File: config.mk
export PLATFORM = sky130hd
export DESIGN_NAME = sowc_ctrl
export DESIGN_NICKNAME = d
export VERILOG_FILES = /design/src/rtl/core/sowc_pkg.sv /design/src/rtl/core/sowc_ctrl.sv
export SDC_FILE = /design/constraint.sdc
export NUM_CORES = 1
export LEC_CHECK = 0
export BUFFER_PORTS_ARGS = -buffer_cell sky130_fd_sc_hd__buf_2
export CAP_MARGIN = 25
export CORE_MARGIN = 4
export CORE_UTILIZATION = 41
export DETAILED_ROUTE_END_ITERATION = 8
export PLACE_DENSITY = 0.76
export SLEW_MARGIN = 25
export SYNTH_ARGS = -nofsm -noshare
export SYNTH_HDL_FRONTEND = slang
export SYNTH_SLANG_ARGS = --single-unit
File: constraint.sdc
create_clock -name clock -period 1.7 [get_ports clock]
set_input_delay 0.17 -clock clock [delete_from_list [all_inputs] [get_ports clock]]
set_output_delay 0.17 -clock clock [all_outputs]
set_load 0.1 [all_outputs]
File: src/rtl/core/sowc_pkg.sv
// Package of the substring counter: sizes, data types and the command and
// status structs between controller and datapath. Depends on nothing.
package sowc_pkg;

   localparam int MAX_WORDS   = 1024;
   localparam int MAX_LEN     = 128;
   localparam int CHAR_W      = 8;
   localparam int COUNT_W     = 11;
   localparam int WORD_W      = $clog2(MAX_WORDS);
   localparam int POS_W       = $clog2(MAX_LEN);
   localparam int TOTAL_W     = $clog2(MAX_WORDS + 1);
   localparam int LEN_W       = $clog2(MAX_LEN + 1);
   localparam int STORE_DEPTH = MAX_WORDS * (2 ** POS_W);
   localparam int COUNT_MAX   = (2 ** COUNT_W) - 1;

   typedef logic [CHAR_W-1:0]  char_type;
   typedef logic [COUNT_W-1:0] count_type;

   // Commands from the controller to the datapath.
   typedef struct packed {
      logic load_en;
      logic a_clear;
      logic a_inc;
      logic len_rd_a;
      logic len_rd_b;
      logic nl_latch;
      logic hl_latch;
      logic b_clear;
      logic b_inc;
      logic start_clear;
      logic start_inc;
      logic pos_clear;
      logic pos_inc;
      logic mem_rd;
      logic count_clear;
      logic count_inc;
      logic result_load;
      logic set_clear;
   } sowc_cmd_type;

   // Status from the datapath to the controller.
   typedef struct packed {
      logic a_done;
      logic b_done;
      logic b_is_a;
      logic nl_gt_hl;
      logic window_over;
      logic char_eq;
      logic last_pos;
   } sowc_status_type;

endpackage

File: src/rtl/core/sowc_ctrl.sv
// Controller of the substring counter: sequences loading, the pairwise
// brute-force search and the result handshake. Depends on sowc_pkg.
module sowc_ctrl (
   input  logic                      clock,
   input  logic                      reset,
   input  logic                      req_valid,
   input  logic                      req_set_end,
   input  logic                      rsp_ready,
   input  sowc_pkg::sowc_status_type status,
   output sowc_pkg::sowc_cmd_type    cmd,
   output logic                      req_ready,
   output logic                      rsp_valid
);
   import sowc_pkg::*;

   typedef enum logic [3:0] {
      ST_LOAD,
      ST_A_START,
      ST_A_LEN,
      ST_B_START,
      ST_B_LEN,
      ST_B_CHECK,
      ST_WINDOW,
      ST_P_READ,
      ST_P_CMP,
      ST_FINISH
   } state_type;

   state_type state_ff, state_in;
   logic      rsp_valid_ff, rsp_valid_in;
   logic      accept, slot_free;

   assign req_ready = (state_ff == ST_LOAD);
   assign accept    = req_valid && req_ready;
   assign slot_free = !rsp_valid_ff || rsp_ready;

   always_comb begin
      cmd          = '0;
      state_in     = state_ff;
      rsp_valid_in = rsp_valid_ff && !rsp_ready;
      cmd.load_en  = accept;
      case (state_ff)
         ST_LOAD: begin
            if (accept && req_set_end) begin
               cmd.count_clear = 1'b1;
               cmd.a_clear     = 1'b1;
               state_in        = ST_A_START;
            end
         end
         ST_A_START: begin
            if (status.a_done) begin
               state_in = ST_FINISH;
            end else begin
               cmd.len_rd_a = 1'b1;
               state_in     = ST_A_LEN;
            end
         end
         ST_A_LEN: begin
            cmd.nl_latch = 1'b1;
            cmd.b_clear  = 1'b1;
            state_in     = ST_B_START;
         end
         ST_B_START: begin
            if (status.b_done) begin
               cmd.a_inc = 1'b1;
               state_in  = ST_A_START;
            end else if (status.b_is_a) begin
               cmd.b_inc = 1'b1;
            end else begin
               cmd.len_rd_b = 1'b1;
               state_in     = ST_B_LEN;
            end
         end
         ST_B_LEN: begin
            cmd.hl_latch = 1'b1;
            state_in     = ST_B_CHECK;
         end
         ST_B_CHECK: begin
            if (status.nl_gt_hl) begin
               cmd.b_inc = 1'b1;
               state_in  = ST_B_START;
            end else begin
               cmd.start_clear = 1'b1;
               state_in        = ST_WINDOW;
            end
         end
         ST_WINDOW: begin
            if (status.window_over) begin
               cmd.b_inc = 1'b1;
               state_in  = ST_B_START;
            end else begin
               cmd.pos_clear = 1'b1;
               state_in      = ST_P_READ;
            end
         end
         ST_P_READ: begin
            cmd.mem_rd = 1'b1;
            state_in   = ST_P_CMP;
         end
         ST_P_CMP: begin
            if (!status.char_eq) begin
               cmd.start_inc = 1'b1;
               state_in      = ST_WINDOW;
            end else if (status.last_pos) begin
               // Found inside one other word; move on to the next candidate.
               cmd.count_inc = 1'b1;
               cmd.a_inc     = 1'b1;
               state_in      = ST_A_START;
            end else begin
               cmd.pos_inc = 1'b1;
               state_in    = ST_P_READ;
            end
         end
         ST_FINISH: begin
            if (slot_free) begin
               cmd.result_load = 1'b1;
               cmd.set_clear   = 1'b1;
               rsp_valid_in    = 1'b1;
               state_in        = ST_LOAD;
            end
         end
         default: begin
            state_in = ST_LOAD;
         end
      endcase
   end

   always_ff @(posedge clock) begin
      if (reset) begin
         state_ff     <= ST_LOAD;
         rsp_valid_ff <= 1'b0;
      end else begin
         state_ff     <= state_in;
         rsp_valid_ff <= rsp_valid_in;
      end
   end

   assign rsp_valid = rsp_valid_ff;

endmodule

==> metrics, run 1 <==
outcome did not finish; last stage reached clock tree synthesis; Err [ERROR DPL-0038] Utilization greater than 100%, impossible to legalize; H-tree Lvls 1; Syn Nets between 80 and 90; Post-synth EDFFs 0; Starting Density between 40% and 50%; largest area contributor in the netlist dfxtp_1; io pins 32; multiplexer share of the synthesized area around 1.9%; # Post-CTS Setup Buffers 8; XOR/XNOR share of the synthesized area 0%; post-synthesis simple-gate area fraction between 40% and 50%; largest family of logic cells by synthesized area simple AND/OR/NAND/NOR gates; Sink Count 5; Synth top cells by count 9 x nand2_1, 5 x buf_4, 5 x dfxtp_1; # rows 12; adder-cell share of the synthesized area 0%; total CTS buffers 3; post_cts resized 14; sequential element share of the synthesized area roughly a fifth; die outline width ~44 um; Compound-Gate Fraction of Synth Area a little over a fifth; Detail Placement HPWL ~1.8 mm; Post-synth ARST share 0%; cts hold-fix bufs 0; Synth warnings 0; post-synthesis cell type count 34; GPL Wtd Cong between 0.8 and 0.9; Post-Syn Instances 73; most instantiated library cell after synthesis nand2_1; mapped cell area around 530 um^2; die span in y 44.0 um; top-area cell type share of the netlist area 18.8%; ys flop type dfxtp_1; Mapped Avg Cell Area ~7.3 um^2; top post-synthesis cells by area dfxtp_1 19%, buf_4 7.1%, nand2_1 6.4%, and3_1 4.7%, nand2b_1 4.7%; CTS root buffer clkbuf_4; clock buffer depth 2; Synth Register Bits 5; I/O Buffers 31; pre-CTS setup slack 0.0580 ns
## kinds of logic after synthesis
family / after synthesis
compound gates: 15
buf+inv: 11
flops: 5
mux: 1
simple gates: 41
## through the flow
step,utilization (%),cells,area (um^2)
2_1_floorplan,-,73,668
3_3_place_gp,92.9,115,1070
3_5_place_dp,92.9,115,1070
==> inputs of run 2 (changes only) <==
Settings changed: CORE_AREA set to 4 4 65 67, CORE_MARGIN 4 to not set, CORE_UTILIZATION 41 to not set, DIE_AREA set to 0 0 69 71, PLACE_DENSITY 0.76 to not set, PLACE_DENSITY_LB_ADDON set to 0.15.
==> run 2 against run 1 <==
Against the previous run:
- the run now ends clean
- synthesized area is the same
- synthesized cell count unchanged
==> metrics, run 2 <==
Synth Register Bits 5; antenna fix cells 0; most frequent cells in the layout 19 x buf_12, 12 x buf_2, 8 x nand2_1, 8 x buf_4, 4 x dfxtp_2; fraction of layout cells with a size suffix above 1 64.2%; Syn Nets 85; Area after DPL 1120 um^2; Slew @ Worst Pin just under 0.5 ns; RSZ-0062 raised after global routing yes; max-slew violation count 0; post-route cell area 1240 um^2; io pins 32; Pleak about 0.5 nW; Pwr Density about 870 nW/um^2; Largest Register state_ff; Post-synth ARST share 0%; Detail Placement HPWL roughly 1.5 mm; fin worst setup slack approximately 0.034 ns; fmax roughly 0.60 GHz; vias in the first global route approximately 710; I/O Buffers 31; Period minus WS final approximately 1.7 ns; Critical Path RT 1.53 ns; Layout area overhead 134%; Rel. slew slack approximately two thirds; CP Capture Type output pin; die area ~4900 um^2; pre-CTS setup slack roughly 0.16 ns; ys flop type dfxtp_1; DR pass1 iterations 4; DRC Markers 0; max FFs per register 4; max cap viols 0; Critical Path AT roughly 1.5 ns; sequential element share of the synthesized area between 10% and 20%; VDD IR-drop max slightly below 0.3 mV; Starting Density between 10% and 20%; Synth warnings 0; cts hold-fix bufs 0; GPL Wtd Cong between 0.8 and 0.9; post-synthesis cell type count 34; outcome complete, no violations; initial drt markers 14; core area approximately 3600 um^2; mapped cell area 532 um^2; largest net degree at the start of global routing 16; Post-Syn Instances 73; Startpoint Class flip-flop; Synth top cells by count 9 x nand2_1, 5 x buf_4, 5 x dfxtp_1; CP Max Fanout 6; Hold Fails Final Rpt 0; DR vias between 600 and 700; total power ~0.0011 W; CTS tree done; total CTS buffers 3; Post-synth EDFFs 0; WL per Instance roughly 12 um; Final Cycle Share between 90% and 100%; Sink Count 5; Setup violations, final 0; nets@finish 122; GRT Util Overall 8.74%; most common cell after layout, fill and taps aside buf_12; most instantiated library cell after synthesis nand2_1; initial antenna violation count 0; Setup Skew 0.00111 ns; H-tree Lvls 1; type of the worst min-delay path input port to flip-flop; top-area cell type share of the netlist area a little under a fifth; drt total wl ~1.9 mm; antenna-violating nets left 0; Fillers about 380; CP Class flip-flop to output pin; Mapped Avg Cell Area 7.28 um^2; Via-to-Cell Ratio between 4 and 5; die span in y about 71 um; first-pass GRT wire length 3.44 mm; top post-synthesis cells by area dfxtp_1 19%, buf_4 7.1%, nand2_1 6.4%, and3_1 4.7%, nand2b_1 4.7%; clk_lat worst skew between 0.2 and 0.25 ns; clock buffer depth 2; Min Hold Slack slightly above 0.2 ns; CTS root buffer clkbuf_8; post-layout util around 34%; Reg clk slew, reported paths about 0.030 ns; # rows 22; grt total ovfl 0; largest area contributor in the netlist dfxtp_1; die outline width about 69 um
## run 2: cells by family (layout without fill, tap and decap cells)
family | after synthesis | in the layout | synth area share, %
mux | 1 | 1 | 1.88
compound gates | 15 | 15 | 20.9
flops | 5 | 5 | 18.8
simple gates | 41 | 41 | 45.6
buf+inv | 11 | 47 | 12.7
## run 2: critical path: stages (launching register included)
cell and delay [ns]:
dfxtp_2 0.34, nand2b_4 0.15, or4_4 0.52, nand2_4 0.09, buf_12 0.16
## run 2: what timing repair did
| action | 4_1_cts | 5_1_grt |
|---|---|---|
| setup endpoints to repair | 11 | 12 |
| resized for setup | 5 | 9 |
| pin swaps | 2 | 3 |
| setup buffers | 3 | 0 |
## run 2: layout make-up
type / instances / area, um^2 / share of cell area, %
Timing Repair Buffer: 41 / 523 / 42.1
Multi-Input combinational cell: 57 / 498 / 40.1
Sequential cell: 5 / 109 / 8.76
Tap cell: 48 / 60.1 / 4.83
Clock buffer: 4 / 45.0 / 3.63
Inverter: 2 / 7.51 / 0.604
## run 2: stage by stage
step / cells / TNS, ns
2_1_floorplan: 73 / -5.39
3_3_place_gp: 150 / 0
3_5_place_dp: 150 / 0
4_1_cts: 157 / 0
5_1_grt: 157 / -0.00904
6_report: 157 / 0
## run 2: routing by layer
metal	global-route usage [%]	wire length, um	up-vias
met4	2.60	21	0
met3	4.26	120	4
met5	0	0	-
met2	13.9	957	21
met1	10.4	813	310
li1	-	-	332
## run 2: path summary, 6_finish.rpt
check	from	endpoint	slack, ns	cells past startpoint
worst max-delay path	state_ff[3]$_SDFFE_PP0P_	cmd[9]	0.03	4
worst max register to register	state_ff[1]$_SDFFE_PP0P_	state_ff[2]$_SDFFE_PP0P_	0.20	6
worst min register to register	rsp_valid$_SDFF_PP0_	rsp_valid$_SDFF_PP0_	0.58	2
worst min-delay path	reset	state_ff[3]$_SDFFE_PP0P_	0.20	2
## run 2: where the power goes
group / leakage [nW] / switching [W] / total [W] / internal (W)
clock network: 0.0228 / 0.0000581 / 0.000219 / 0.000161
logic: 0.420 / 0.000424 / 0.000706 / 0.000282
registers: 0.0432 / 0.0000273 / 0.000160 / 0.000133
total: 0.486 / 0.000509 / 0.00109 / 0.000576
Power figures use the tool's default switching activity.
==> inputs of run 3 (changes only) <==
Settings changed: CELL_PAD_IN_SITES_DETAIL_PLACEMENT set to 0, CELL_PAD_IN_SITES_GLOBAL_PLACEMENT set to 2, CTS_CLUSTER_DIAMETER set to 50.
==> run 3 against run 2 <==
Against the previous run:
- wire length is 2.2% lower
- fmax shrank 1.2%
- first-iteration DRC count up 50%
- non-clock buffer count is 1 higher
- critical endpoint unchanged
==> metrics, run 3 (synthesized netlist as in run 2, its figures left out) <==
Rel. slew slack 67.9%; CTS tree done; max FFs per register 4; nets@finish approximately 120; r2r setup slk slightly above 0.3 ns; outcome complete, no violations; Setup violations, final 0; Startpoint Class flip-flop; Sink Count 5; clk_lat worst skew about 0.22 ns; Largest Register state_ff; DRC Markers 0; die outline width between 60 and 70 um; H-tree Lvls 1; fraction of layout cells with a size suffix above 1 just over 60%; initial antenna violation count 0; Via-to-Cell Ratio roughly 4.2; first-pass GRT wire length 3.36 mm; max-slew violation count 0; Finished Layout Cells between 150 and 200; crit-path cells nand2b_4, or4_4, nand2_4, buf_12; Min Hold Slack approximately 0.17 ns; r2r endpoint state_ff[0]$_SDFFE_PP0P_; die area about 5000 um^2; Slew @ Worst Pin 0.485 ns; RSZ-0062 raised after global routing yes; clock buffer depth 2; Fillers between 400 and 500; cts hold-fix bufs 0; CP max-delay cell or4_4; GPL Wtd Cong about 0.80; initial drt markers 21; antenna-violating nets left 0; CP Class flip-flop to output pin; Starting Density 14.6%; antenna fix cells 0; Critical Path AT 1.52 ns; drt total wl around 1.9 mm; Hold Path Sink state_ff[3]$_SDFFE_PP0P_; FF-to-FF path depth 4; type of the worst min-delay path input port to flip-flop; CP peak stage delay between 0.5 and 0.6 ns; CP delay by family, top simple AND/OR/NAND/NOR gates; hold-critical path depth 2; # rows 22; WL per Instance ~12 um; DR pass1 iterations 4; GRT Util Overall 8.48%; Detail Placement HPWL around 1.6 mm; Pwr Density between 800 and 900 nW/um^2; vias in the first global route 689; CTS root buffer clkbuf_8; total CTS buffers 3; most frequent cells in the layout 19 x buf_12, 12 x buf_2, 9 x buf_4; reg2reg start state_ff[2]$_SDFFE_PP0P_; core area 3630 um^2; placed instance count 153; fmax just under 0.6 GHz; Reg clk slew, reported paths 0.04 ns; Hold Fails Final Rpt 0; I/O Buffers 31; Setup Skew 0.00160 ns; area of the multi-input gates 469 um^2; CP Capture Type output pin; most common cell after layout, fill and taps aside buf_12; largest net degree at the start of global routing 13; Reg area between 100 and 150 um^2; grt total ovfl 0; post-layout util 33.8%; Pleak 0.487 nW; Hold Startpoint reset; CP Max Fanout 7; Final Cycle Share approximately 100%; Layout area overhead 131%; VDD IR-drop max approximately 0.26 mV; DR vias roughly 660; max cap viols 0; CP bufs+invs 1; Period minus WS final about 1.7 ns; io pins 32; die span in y between 70 and 80 um; Critical Path RT 1.53 ns
[run 3: cell types whose count changed in the layout (fill, tap and decap cells not counted), sizes merged]
cell  change
buf       +1
[run 3: through the flow]
stage	setup WS (ns)	TNS, ns	cell area [um^2]	power (W)
6_report	0.0128	0	1230	0.00104
5_1_grt	-0.0277	-0.125	1230	0.00110
4_1_cts	0.00209	0	1200	0.00106
3_5_place_dp	0.153	0	1150	0.000824
3_3_place_gp	0.132	0	1150	0.000826
2_1_floorplan	-0.892	-5.39	668	0.000607
[run 3: worst max-delay path by stage]
stage	start	end	slack (ns)	cells after the start
6_report	state_ff[2]$_SDFFE_PP0P_	cmd[9]	0.01	4
5_1_grt	state_ff[3]$_SDFFE_PP0P_	cmd[3]	-0.03	4
4_1_cts	state_ff[1]$_SDFFE_PP0P_	cmd[3]	0.002	4
3_5_place_dp	state_ff[0]$_SDFFE_PP0P_	cmd[3]	0.15	4
3_3_place_gp	state_ff[0]$_SDFFE_PP0P_	cmd[3]	0.13	4
2_1_floorplan	state_ff[2]$_SDFFE_PP0P_	cmd[16]	-0.89	4
[run 3: layout make-up]
| type | count | share of cell area [%] |
|---|---|---|
| Clock buffer | 4 | 3.67 |
| Inverter | 2 | 0.612 |
| Multi-Input combinational cell | 57 | 38.2 |
| Sequential cell | 5 | 9.07 |
| Tap cell | 48 | 4.89 |
| Timing Repair Buffer | 42 | 43.5 |
[run 3: timing repair]
| action | 4_1_cts | 5_1_grt |
|---|---|---|
| buffers inserted | 0 | 1 |
| pin swaps | 2 | 2 |
| setup endpoints to repair | 9 | 11 |
| gates resized for setup | 5 | 6 |
[run 3: worst register-to-register path, stage by stage, from the launching register on]
cell and delay, ns:
dfxtp_4 0.36, nand2b_4 0.15, or4_4 0.53, o21a_1 0.15
o22ai_2 0.13
[run 3: per-layer routing]
layer,vias to the layer above,routed length [um],GRT usage (%)
li1,335,-,-
met1,299,880,11.2
met2,24,861,12.7
met3,4,89,2.41
met4,0,38,3.90
met5,-,0,0
[run 3: report_power, final]
part           internal [W]  switching (W)  leakage, nW
clock network      0.000161      0.0000582       0.0228
registers          0.000130      0.0000210       0.0435
logic              0.000258       0.000416        0.421
==> inputs of run 4 (changes only) <==
==> constraint.sdc (replaced) <==
create_clock -name clock -period 1.7 [get_ports clock]
set_input_delay 0.085 -clock clock [delete_from_list [all_inputs] [get_ports clock]]
set_output_delay 0.085 -clock clock [all_outputs]
set_load 0.1 [all_outputs]
==> run 4 against run 3 <==
Against the previous run:
- wire length fell by 0.48%
- core utilization fell by 1.2 points
- global-route usage is the same
- first-iteration DRC count is 57% lower
- cell area fell by 3.7%
- worst setup slack gained 0.037 ns
- die area did not move
- hold slack worse by 0.071 ns
- cell count shrank 2.5%
==> metrics, run 4 (synthesized netlist as in run 2, its figures left out) <==
Finished Layout Cells 154; DRC Markers 0; antenna-violating nets left 0; die span in y between 70 and 80 um; CP Class flip-flop to output pin; CP delay by family, top simple AND/OR/NAND/NOR gates; CTS root buffer clkbuf_8; Setup Skew roughly 0.0018 ns; largest net degree at the start of global routing 15; io pins 32; clock buffer depth 2; CP Max Fanout 6; Largest Register state_ff; initial drt markers 9; Sink Count 5; FF-to-FF path depth 4; total power ~0.0010 W; hold-critical path depth 2; antenna fix cells 0; max-slew violation count 0; fin worst setup slack approximately 0.05 ns; Via-to-Cell Ratio between 4 and 5; H-tree Lvls 1; most frequent cells in the layout 19 x buf_12, 12 x buf_2, 8 x nand2_1; Rel. slew slack slightly below 70%; total CTS buffers 3; GPL Wtd Cong around 0.74; pre-CTS setup slack around 0.22 ns; VDD IR-drop max slightly below 0.4 mV; CTS tree done; die outline width between 60 and 70 um; CP max-delay cell or4_4; Hold Fails Final Rpt 0; Starting Density between 10% and 20%; placed instance count 150; initial antenna violation count 0; CP peak stage delay roughly 0.52 ns; CP bufs+invs 1; type of the worst min-delay path input port to flip-flop; Critical Path RT 1.62 ns; drt total wl roughly 1.9 mm; Critical Path AT 1.57 ns; CP Capture Type output pin; I/O Buffers 31; grt total ovfl 0; max cap viols 0; crit-path cells nand2b_4, or4_4, nand2_2, buf_12; Slew @ Worst Pin 0.483 ns; clk_lat worst skew between 0.2 and 0.25 ns; nets@finish ~120; Setup violations, final 0; fmax 0.606 GHz; Layout area overhead 122%; Reg clk slew, reported paths approximately 0.04 ns; max FFs per register 4; WL per Instance 12.1 um; most common cell after layout, fill and taps aside buf_12; fraction of layout cells with a size suffix above 1 between 50% and 60%; Detail Placement HPWL 1.54 mm; DR pass1 iterations 4; Period minus WS final between 1.5 and 2 ns; # rows 22; vias in the first global route ~690; first-pass GRT wire length between 3 and 4 mm; DR vias 638; RSZ-0062 raised after global routing no; Pwr Density 861 nW/um^2; Startpoint Class flip-flop; Pleak between 0.4 and 0.5 nW; GRT Util Overall under 10%; Crit path depth 4; Final Cycle Share 97.1%; core area about 3600 um^2; outcome complete, no violations; die area between 4000 and 5000 um^2
[run 4: cell count changes in the layout (fill, tap and decap cells not counted), sizes merged]
cell / before / now
buf: 42 / 38
[run 4: area by class of cell]
| type | count | area [um^2] |
|---|---|---|
| Inverter | 2 | 7.51 |
| Sequential cell | 5 | 104 |
| Timing Repair Buffer | 38 | 493 |
| Fill cell | 408 | 2450 |
| Clock buffer | 4 | 45.0 |
| Multi-Input combinational cell | 57 | 473 |
| Tap cell | 48 | 60.1 |
[run 4: what timing repair did]
item	CTS	global route
resized for setup	3	2
buffers inserted	0	0
pin swaps	0	0
hold buffers	0	0
setup endpoints to repair	2	4
[run 4: worst reg2reg max path: stages (launching register included)]
cell,delay [ns]
dfxtp_1,0.37
nand2b_4,0.17
or4_4,0.52
o21a_1,0.14
o22ai_2,0.13
[run 4: stage by stage]
stage          hold WS (ns)  utilization (%)  area (um^2)  setup TNS, ns
6_report              0.101             32.5         1180              0
5_1_grt               0.102             32.5         1180              0
4_1_cts              0.0921             32.4         1180              0
3_5_place_dp          0.328             30.9         1120              0
3_3_place_gp          0.322             30.9         1120              0
2_1_floorplan         0.147                -          667          -4.38
[run 4: path summary, 6_finish.rpt]
path              slack, ns                        to                     start
setup reg to reg       0.29  state_ff[0]$_SDFFE_PP0P_  state_ff[2]$_SDFFE_PP0P_
hold / removal         0.10  state_ff[3]$_SDFFE_PP0P_                     reset
setup / recovery       0.05                    cmd[9]  state_ff[2]$_SDFFE_PP0P_
hold reg to reg        0.59      rsp_valid$_SDFF_PP0_      rsp_valid$_SDFF_PP0_
[run 4: report_power, final]
| group | switching (W) | internal [W] | total [W] |
|---|---|---|---|
| Combinational | 0.000406 | 0.000235 | 0.000641 |
| Sequential | 0.0000254 | 0.000131 | 0.000156 |
| Clock | 0.0000591 | 0.000161 | 0.000220 |
[run 4: per-layer routing]
metal	up-vias	GRT usage, %	wire (um)
li1	324	-	-
met1	290	10.5	859
met2	20	12.7	866
met3	4	2.70	85
met4	0	5.21	50
met5	-	0	0
